<file path="src/rtl/aaes_pkg.sv">
// Package for the alcohol absorption and elimination step unit.
// Holds the sequencer states, register indexes, field widths and reset values.
// No dependencies.
package aaes_pkg;

  localparam int unsigned STORE_W     = 32;
  localparam int unsigned FRAC_W      = 16;
  localparam int unsigned BURN_W      = 20;
  localparam int unsigned INV_W       = 24;
  localparam int unsigned THR_W       = 16;
  localparam int unsigned SWALLOW_W   = 24;
  localparam int unsigned LEVEL_W     = 20;
  localparam int unsigned EXPOSURE_W  = 32;
  localparam int unsigned CFG_ADDR_W  = 2;
  localparam int unsigned CFG_DATA_W  = 24;
  localparam int unsigned IN_DATA_W   = 24;
  localparam int unsigned OUT_DATA_W  = 72;
  localparam int unsigned OUT_USER_W  = 2;

  localparam int unsigned MUL_A_W     = 32;
  localparam int unsigned MUL_B_W     = 24;
  localparam int unsigned MUL_P_W     = MUL_A_W + MUL_B_W;
  localparam int unsigned MUL_CNT_W   = $clog2(MUL_B_W);

  localparam logic [FRAC_W-1:0] ABSORB_RESET = FRAC_W'(4227);
  localparam logic [BURN_W-1:0] BURN_RESET   = BURN_W'(8192);
  localparam logic [INV_W-1:0]  INV_RESET    = INV_W'(335544);
  localparam logic [THR_W-1:0]  THR_RESET    = THR_W'(655);

  localparam logic [CFG_ADDR_W-1:0] CFG_ABSORB = 2'd0;
  localparam logic [CFG_ADDR_W-1:0] CFG_BURN   = 2'd1;
  localparam logic [CFG_ADDR_W-1:0] CFG_INV    = 2'd2;
  localparam logic [CFG_ADDR_W-1:0] CFG_THR    = 2'd3;

  typedef enum logic [3:0] {
    ST_IDLE,
    ST_LOAD,
    ST_M1GO,
    ST_M1WAIT,
    ST_ABSORB,
    ST_BURN,
    ST_M2GO,
    ST_M2WAIT,
    ST_FINISH
  } state_t;

  typedef struct packed {
    logic start;
    logic [MUL_A_W-1:0] a;
    logic [MUL_B_W-1:0] b;
  } mul_req_t;

  typedef struct packed {
    logic busy;
    logic done;
  } mul_status_t;

endpackage

</file>
<file path="src/rtl/aaes_mul.sv">
// Shift-and-add multiplier, one multiplier bit per cycle.
// Depends on aaes_pkg for widths and the request and status structs.
module aaes_mul (
  input  logic                          clk,
  input  logic                          rst,
  input  aaes_pkg::mul_req_t            req,
  output aaes_pkg::mul_status_t         status,
  output logic [aaes_pkg::MUL_P_W-1:0]  product
);

  logic [aaes_pkg::MUL_A_W-1:0]   a_reg;
  logic [aaes_pkg::MUL_A_W-1:0]   hi;
  logic [aaes_pkg::MUL_B_W-1:0]   lo;
  logic [aaes_pkg::MUL_CNT_W-1:0] cnt;
  logic                           busy;
  logic                           done;
  logic [aaes_pkg::MUL_A_W:0]     sum;

  assign sum = lo[0] ? ({1'b0, hi} + {1'b0, a_reg}) : {1'b0, hi};

  always_ff @(posedge clk) begin
    if (rst) begin
      busy <= 1'b0;
      done <= 1'b0;
      cnt  <= '0;
    end else begin
      done <= 1'b0;
      if (req.start) begin
        busy <= 1'b1;
        cnt  <= '0;
      end else if (busy) begin
        if (cnt == aaes_pkg::MUL_CNT_W'(aaes_pkg::MUL_B_W - 1)) begin
          busy <= 1'b0;
          done <= 1'b1;
        end
        cnt <= cnt + 1'b1;
      end
    end
  end

  always_ff @(posedge clk) begin
    if (req.start) begin
      a_reg <= req.a;
      hi    <= '0;
      lo    <= req.b;
    end else if (busy) begin
      hi <= sum[aaes_pkg::MUL_A_W:1];
      lo <= {sum[0], lo[aaes_pkg::MUL_B_W-1:1]};
    end
  end

  assign status.busy = busy;
  assign status.done = done;
  assign product     = {hi, lo};

  a_done_after_busy: assert property (@(posedge clk) disable iff (rst)
    status.done |-> $past(busy))
    else $error("multiplier done without a running product");

endmodule

</file>
<file path="src/rtl/alcohol_absorption_elimination_step_unit.sv">
// Top level of the alcohol absorption and elimination step unit.
// Depends on aaes_pkg and on aaes_mul, the shared serial multiplier.
//
// Channel   Direction  Contents
// s_*       in         tdata: swallowed_grams; tuser: restart
// m_*       out        tdata: level, episode_peak, episode_exposure; tlast: episode_end;
//                      tuser: in_episode, settled
// cfg_*     in         register index and data, written when cfg_we is high
//
// Each step runs two passes of the shared shift-and-add multiplier.
// The input is ready only while the sequencer is idle.
// A finished result waits in the output register; the next step may run meanwhile
// and holds in its last state until that register is free.
// Reset is synchronous; it clears the stores, the stretch tracking and the output valid, and loads the config defaults.
module alcohol_absorption_elimination_step_unit (
  input  logic                              clk,
  input  logic                              rst,
  input  logic                              s_tvalid,
  output logic                              s_tready,
  input  logic [aaes_pkg::IN_DATA_W-1:0]    s_tdata,   // [23:0] swallowed_grams
  input  logic                              s_tuser,   // [0] restart
  output logic                              m_tvalid,
  input  logic                              m_tready,
  output logic [aaes_pkg::OUT_DATA_W-1:0]   m_tdata,   // [19:0] level, [39:20] episode_peak,
                                                       // [71:40] episode_exposure
  output logic [aaes_pkg::OUT_USER_W-1:0]   m_tuser,   // [0] in_episode, [1] settled
  output logic                              m_tlast,   // episode_end
  input  logic                              cfg_we,
  input  logic [aaes_pkg::CFG_ADDR_W-1:0]   cfg_addr,
  input  logic [aaes_pkg::CFG_DATA_W-1:0]   cfg_wdata
);

  aaes_pkg::state_t state, state_next;

  logic [aaes_pkg::FRAC_W-1:0]     absorb_fraction;
  logic [aaes_pkg::BURN_W-1:0]     burn_per_step;
  logic [aaes_pkg::INV_W-1:0]      inv_distribution;
  logic [aaes_pkg::THR_W-1:0]      empty_threshold;

  logic [aaes_pkg::SWALLOW_W-1:0]  swallowed;
  logic                            restart;

  logic [aaes_pkg::STORE_W-1:0]    stomach;
  logic [aaes_pkg::STORE_W-1:0]    body;
  logic                            active;
  logic [aaes_pkg::LEVEL_W-1:0]    peak;
  logic [aaes_pkg::EXPOSURE_W-1:0] exposure;

  aaes_pkg::mul_req_t              mul_req;
  aaes_pkg::mul_status_t           mul_st;
  logic [aaes_pkg::MUL_P_W-1:0]    product;

  logic                            accept;
  logic                            out_free;
  logic                            res_load;

  logic [aaes_pkg::STORE_W:0]      stomach_sum;
  logic [aaes_pkg::STORE_W-1:0]    absorbed;
  logic [aaes_pkg::STORE_W:0]      body_sum;
  logic [aaes_pkg::LEVEL_W-1:0]    level;
  logic                            level_pos;
  logic [aaes_pkg::LEVEL_W-1:0]    peak_base;
  logic [aaes_pkg::EXPOSURE_W-1:0] exp_base;
  logic [aaes_pkg::EXPOSURE_W:0]   exp_sum;
  logic                            active_next;
  logic [aaes_pkg::LEVEL_W-1:0]    peak_next;
  logic [aaes_pkg::EXPOSURE_W-1:0] exposure_next;
  logic                            ended;
  logic                            settled;

  aaes_mul u_mul (
    .clk     (clk),
    .rst     (rst),
    .req     (mul_req),
    .status  (mul_st),
    .product (product)
  );

  always_ff @(posedge clk) begin
    if (rst) begin
      absorb_fraction  <= aaes_pkg::ABSORB_RESET;
      burn_per_step    <= aaes_pkg::BURN_RESET;
      inv_distribution <= aaes_pkg::INV_RESET;
      empty_threshold  <= aaes_pkg::THR_RESET;
    end else if (cfg_we) begin
      unique case (cfg_addr)
        aaes_pkg::CFG_ABSORB: absorb_fraction  <= cfg_wdata[aaes_pkg::FRAC_W-1:0];
        aaes_pkg::CFG_BURN:   burn_per_step    <= cfg_wdata[aaes_pkg::BURN_W-1:0];
        aaes_pkg::CFG_INV:    inv_distribution <= cfg_wdata[aaes_pkg::INV_W-1:0];
        aaes_pkg::CFG_THR:    empty_threshold  <= cfg_wdata[aaes_pkg::THR_W-1:0];
        default: ;
      endcase
    end
  end

  assign accept   = s_tvalid && s_tready;
  assign out_free = !m_tvalid || m_tready;

  always_comb begin
    state_next = state;
    unique case (state)
      aaes_pkg::ST_IDLE:   if (s_tvalid) state_next = aaes_pkg::ST_LOAD;
      aaes_pkg::ST_LOAD:   state_next = aaes_pkg::ST_M1GO;
      aaes_pkg::ST_M1GO:   state_next = aaes_pkg::ST_M1WAIT;
      aaes_pkg::ST_M1WAIT: if (mul_st.done) state_next = aaes_pkg::ST_ABSORB;
      aaes_pkg::ST_ABSORB: state_next = aaes_pkg::ST_BURN;
      aaes_pkg::ST_BURN:   state_next = aaes_pkg::ST_M2GO;
      aaes_pkg::ST_M2GO:   state_next = aaes_pkg::ST_M2WAIT;
      aaes_pkg::ST_M2WAIT: if (mul_st.done) state_next = aaes_pkg::ST_FINISH;
      aaes_pkg::ST_FINISH: if (out_free) state_next = aaes_pkg::ST_IDLE;
      default:             state_next = aaes_pkg::ST_IDLE;
    endcase
  end

  always_comb begin
    s_tready      = 1'b0;
    res_load      = 1'b0;
    mul_req.start = 1'b0;
    mul_req.a     = stomach;
    mul_req.b     = {{(aaes_pkg::MUL_B_W - aaes_pkg::FRAC_W){1'b0}}, absorb_fraction};
    unique case (state)
      aaes_pkg::ST_IDLE:   s_tready = 1'b1;
      aaes_pkg::ST_M1GO:   mul_req.start = 1'b1;
      aaes_pkg::ST_M2GO: begin
        mul_req.start = 1'b1;
        mul_req.a     = body;
        mul_req.b     = inv_distribution;
      end
      aaes_pkg::ST_FINISH: res_load = out_free;
      default: ;
    endcase
  end

  always_ff @(posedge clk) begin
    if (rst) begin
      state <= aaes_pkg::ST_IDLE;
    end else begin
      state <= state_next;
    end
  end

  always_ff @(posedge clk) begin
    if (accept) begin
      swallowed <= s_tdata[aaes_pkg::SWALLOW_W-1:0];
      restart   <= s_tuser;
    end
  end

  assign stomach_sum = {1'b0, (restart ? '0 : stomach)} + {8'd0, swallowed};
  assign absorbed    = product[aaes_pkg::STORE_W+aaes_pkg::FRAC_W-1:aaes_pkg::FRAC_W];
  assign body_sum    = {1'b0, body} + {1'b0, absorbed};

  assign level = (|product[aaes_pkg::MUL_P_W-1:aaes_pkg::INV_W+aaes_pkg::LEVEL_W])
               ? {aaes_pkg::LEVEL_W{1'b1}}
               : product[aaes_pkg::INV_W+aaes_pkg::LEVEL_W-1:aaes_pkg::INV_W];
  assign level_pos = |level;
  assign peak_base = active ? peak : '0;
  assign exp_base  = active ? exposure : '0;
  assign exp_sum   = {1'b0, exp_base} + {{(aaes_pkg::EXPOSURE_W + 1 - aaes_pkg::LEVEL_W){1'b0}},
                                         level};

  always_comb begin
    active_next   = active;
    peak_next     = peak;
    exposure_next = exposure;
    ended         = 1'b0;
    if (level_pos) begin
      active_next   = 1'b1;
      peak_next     = (level > peak_base) ? level : peak_base;
      exposure_next = exp_sum[aaes_pkg::EXPOSURE_W] ? {aaes_pkg::EXPOSURE_W{1'b1}}
                                                    : exp_sum[aaes_pkg::EXPOSURE_W-1:0];
    end else if (active) begin
      active_next = 1'b0;
      ended       = 1'b1;
    end
  end

  assign settled = (body == '0) && (stomach < {16'd0, empty_threshold});

  always_ff @(posedge clk) begin
    if (rst) begin
      stomach  <= '0;
      body     <= '0;
      active   <= 1'b0;
      peak     <= '0;
      exposure <= '0;
    end else begin
      unique case (state)
        aaes_pkg::ST_LOAD: begin
          stomach <= stomach_sum[aaes_pkg::STORE_W] ? {aaes_pkg::STORE_W{1'b1}}
                                                    : stomach_sum[aaes_pkg::STORE_W-1:0];
          if (restart) begin
            body     <= '0;
            active   <= 1'b0;
            peak     <= '0;
            exposure <= '0;
          end
        end
        aaes_pkg::ST_ABSORB: begin
          stomach <= stomach - absorbed;
          body    <= body_sum[aaes_pkg::STORE_W] ? {aaes_pkg::STORE_W{1'b1}}
                                                 : body_sum[aaes_pkg::STORE_W-1:0];
        end
        aaes_pkg::ST_BURN: begin
          body <= ({12'd0, burn_per_step} >= body) ? '0 : body - {12'd0, burn_per_step};
        end
        aaes_pkg::ST_FINISH: begin
          if (out_free) begin
            active   <= active_next;
            peak     <= peak_next;
            exposure <= exposure_next;
          end
        end
        default: ;
      endcase
    end
  end

  always_ff @(posedge clk) begin
    if (rst) begin
      m_tvalid <= 1'b0;
    end else if (res_load) begin
      m_tvalid <= 1'b1;
    end else if (m_tready) begin
      m_tvalid <= 1'b0;
    end
  end

  always_ff @(posedge clk) begin
    if (res_load) begin
      m_tdata <= {exposure_next, peak_next, level};
      m_tuser <= {settled, level_pos};
      m_tlast <= ended;
    end
  end

  a_accept_loads: assert property (@(posedge clk) disable iff (rst)
    accept |=> state == aaes_pkg::ST_LOAD)
    else $error("accepted transaction did not start the sequencer");

  a_done_in_wait: assert property (@(posedge clk) disable iff (rst)
    mul_st.done |-> (state == aaes_pkg::ST_M1WAIT || state == aaes_pkg::ST_M2WAIT))
    else $error("multiplier finished outside a wait state");

  a_episode_flag: assert property (@(posedge clk) disable iff (rst)
    m_tvalid |-> (m_tuser[0] == (m_tdata[aaes_pkg::LEVEL_W-1:0] != '0)))
    else $error("in_episode disagrees with level");

  a_end_is_zero: assert property (@(posedge clk) disable iff (rst)
    (m_tvalid && m_tlast) |-> (m_tdata[aaes_pkg::LEVEL_W-1:0] == '0 && !m_tuser[0]))
    else $error("episode end with a positive level");

  a_peak_bound: assert property (@(posedge clk) disable iff (rst)
    (m_tvalid && m_tuser[0]) |->
      (m_tdata[2*aaes_pkg::LEVEL_W-1:aaes_pkg::LEVEL_W] >= m_tdata[aaes_pkg::LEVEL_W-1:0]))
    else $error("peak below the current level");

endmodule
</file>
<file path="config.mk">
export PLATFORM = sky130hd
export DESIGN_NAME = alcohol_absorption_elimination_step_unit
export DESIGN_NICKNAME = d
export VERILOG_FILES = /design/src/rtl/aaes_pkg.sv /design/src/rtl/aaes_mul.sv /design/src/rtl/alcohol_absorption_elimination_step_unit.sv
export SDC_FILE = /design/constraint.sdc
export NUM_CORES = 1
export LEC_CHECK = 0
export BUFFER_PORTS_ARGS = -buffer_cell sky130_fd_sc_hd__buf_2
export CORE_UTILIZATION = 55
export DETAILED_ROUTE_END_ITERATION = 6
export GPL_ROUTABILITY_DRIVEN = 0
export PLACE_DENSITY_LB_ADDON = 0.3
export REMOVE_ABC_BUFFERS = 1
export SLEW_MARGIN = 20
export SYNTH_ARGS = -nofsm -noshare
export SYNTH_HDL_FRONTEND = slang
export SYNTH_SLANG_ARGS = --single-unit
</file>
<file path="constraint.sdc">
create_clock -name clk -period 7.1 [get_ports clk]
set_clock_uncertainty 0.2 [all_clocks]
set_input_delay 1.42 -clock clk [delete_from_list [all_inputs] [get_ports clk]]
set_output_delay 1.42 -clock clk [all_outputs]
set_load 0.005 [all_outputs]
</file>
==> reports/metrics.csv <==
stage;metric;value;unit
worst_setup_path;critical_path_arrival;5300;ps
clocking;clock_sinks;393;
finish;area_delta_synth_final;10.2;%
clocking;path_clk_slew;60;ps
worst_setup_path;cp_cell_sequence;nor4_1 -> nand3_1 -> buf_4 -> nor2_2 -> xor2_1 -> ha_1 -> nor2_1 -> o2111ai_1 -> a222oi_1 -> or4_1 -> a211oi_2 -> o21ai_2 -> nand2_1 -> nand4_1 -> mux2_2 -> a221o_1;
grt;antenna_found_initial;2;
pwr;irDropWorstVdd;0.204;mV
logic_synthesis;ys_types;96;
timing;finalHoldViolations;0;
worst_setup_path;required;7240;ps
finish;fillers;3905;
pwr;p_leak;0.0111;uW
detailed_routing;route.detailed.drc;0;
finish;utilization;61.8;%
pwr;p_switching;2650;uW
detailed_routing;routed_via_density;6.42;
clocking;post-cts-setup-buffers;0;
clocking;ctsHoldBuffers;0;
logic_synthesis;syn-instance-count;2961;
run_status;outcome;finished, final reports clean;
timing;tightest_slew;1070;ps
worst_setup_path;end_kind;flip-flop;
worst_setup_path;cp_slowest_cell;or4_1;
grt;grt_pass1_vias;22867;
timing;rsz0062_at_grt;false;
pwr;p_int;4900;uW
logic_synthesis;ys_ff_latch;393;
logic_synthesis;synth_edf_count;156;
detailed_routing;vias;23541;
pwr;combPwrFrac;30.4;%
clocking;clkLatencyLatePin;590;ps
hold_path;hp-class;flip-flop to flip-flop;
grt;grt_overflow;0;
flow_run;drv_cap;0;
pwr;p_seq_share;37.7;%
clocking;clockRootBuffer;clkbuf_16;
grt;grt_first_pass_wirelength;120;mm
floorplan;die_area;47500;sq um
timing;slew_headroom;28.9;%
finish;drive_gt1_share;10.2;%
logic_synthesis;seq_area_frac_synth;36.8;%
floorplan;io_pins;133;
timing;maxSlewViolCount;0;
grt;grt_start_max_net_pins;91;
timing;setup_violations;0;
detailed_routing;wl;75.2;mm
floorplan;num_rows;78;
floorplan;die_w;218;microns
worst_setup_path;slowest_delay;630;ps
placement;port_buffers;132;
finish;largest_register_ff_count;72;
placement;hpwl;54.7;mm
worst_setup_path;worst-setup-path-type;flip-flop to flip-flop;
floorplan;core;45700;sq um
clocking;clockBufferDepth;3;
logic_synthesis;async_flop_share;0;%
detailed_routing;dr.pass1.iters;6;
clocking;cts_resized;0;
logic_synthesis;synth-warning-count;0;
finish;layout_commonest_cell;nand2_1;
logic_synthesis;avgSynthCellArea;8.65;sq um
timing;post-route-period-util;72.7;%
worst_setup_path;cp-start-kind;flip-flop;
pwr;power_density;267;nW/um^2
timing;clock.fmax;194;MHz
logic_synthesis;synthFlopType;dfxtp_1;
detailed_routing;ant_nets;0;
clocking;htreeDepth;2;
finish;largest-register;m_tdata;
worst_setup_path;crit_fanout;22;
finish;n_antenna_cell;0;
timing;fin_crit;5160;ps
clocking;cts_buffers;45;
finish;fin_nets;3269;
floorplan;initial_utilization;56.1;%
finish;final_cell_mix;nand2_1, a21oi_1, dfxtp_1;
detailed_routing;first_iter_violations;2546;
pwr;sw_frac_of_total;35.1;%
grt;grtUsageTotal;31.4;%
logic_synthesis;syn_area;25600;sq um
timing;finalSetupTns;0;ps
clocking;cts_tree;done;
detailed_routing;avgRoutedWirePerCell;20.5;microns
pwr;pwr-share-clk;31.9;%
floorplan;die_h;218;microns
-- critical path: cells and delay by family (launching register included) --
| family | cells | cell delay (ps) |
|---|---|---|
| flops | 1 | 350 |
| buf+inv | 1 | 260 |
| xor+xnor | 1 | 210 |
| simple gates | 7 | 2180 |
| compound gates | 5 | 1140 |
| mux | 1 | 340 |
| fa+ha+maj | 1 | 230 |
-- power by group through the flow --
stage               sequential, uW  combinational (uW)  clock, uW
floorplan                     2730                1730          0
global placement              2870                2160          0
detailed placement            2870                2240          0
CTS                           2830                2250       2440
global route                  2850                2520       2530
finish                        2850                2290       2410
-- cell type report --
| type | count | area [sq um] | share of cell area [%] |
|---|---|---|---|
| multi-input combinational | 2282 | 15100 | 53.5 |
| tap | 600 | 751 | 2.66 |
| inverter | 142 | 534 | 1.89 |
| timing repair buffer | 163 | 896 | 3.17 |
| clock buffer | 65 | 1270 | 4.51 |
| clock inverter | 19 | 250 | 0.886 |
| sequential | 393 | 9430 | 33.4 |
-- stage by stage --
stage / hold WS [ps] / instance area (sq um) / power (uW) / instances / setup WS, ps
CTS: 256 / 28200 / 7520 / 3664 / 1980
global route: 266 / 28200 / 7900 / 3664 / 1660
floorplan: 230 / 25100 / 4460 / 2817 / 1490
global placement: 241 / 26700 / 5030 / 3580 / 2110
detailed placement: 246 / 26700 / 5110 / 3580 / 1980
finish: 254 / 28200 / 7550 / 3664 / 1940
-- synthesized netlist by cell type (38+ instances only) --
cell type	instances	area share [%]
nand2_1	346	5.1
a21oi_1	290	5.7
dfxtp_1	237	19
o21ai_0	201	3.9
nor2_1	189	2.8
ha_1	181	8.8
edfxtp_1	156	18
inv_1	140	2.1
clkbuf_1	122	1.8
xnor2_1	99	3.4
a21o_1	89	2.6
nand3_1	75	1.5
nor3_1	49	0.96
xor2_1	44	1.5
mux2i_1	43	1.7
a31oi_1	38	0.93
-- metal layers --
| metal | up-vias | share of wire [%] | global-route usage, % |
|---|---|---|---|
| met3 | 278 | 7.9 | 4.71 |
| met2 | 1109 | 47 | 52.4 |
| met1 | 11084 | 39 | 38.8 |
| li1 | 11068 | - | - |
| met4 | 2 | 5.9 | 17.7 |
| met5 | - | 0.0093 | 0 |
-- path summary, 6_finish.rpt --
path                            depth (start not counted)               from           endpoint  slack (ps)
worst min register to register                          2  burn_per_step[18]  burn_per_step[18]         250
worst max register to register                         16       u_mul.hi[26]        m_tdata[62]        1940
worst max-delay path                                   16       u_mul.hi[26]        m_tdata[62]        1940
worst min-delay path                                    2  burn_per_step[18]  burn_per_step[18]         250
-- kinds of logic (layout without fill, tap and decap cells) --
| logic type | after synthesis | in the layout | synth area share (%) |
|---|---|---|---|
| AOI/OAI and AO/OA | 965 | 965 | 24.5 |
| xor gates and xnor gates | 144 | 144 | 4.95 |
| adders and majority gates | 191 | 191 | 9.43 |
| buffers and inverters | 286 | 389 | 4.33 |
| DFF | 393 | 393 | 36.8 |
| muxes | 77 | 77 | 3.17 |
| and+or+nand+nor | 905 | 905 | 16.8 |
Power figures use the tool's default switching activity.
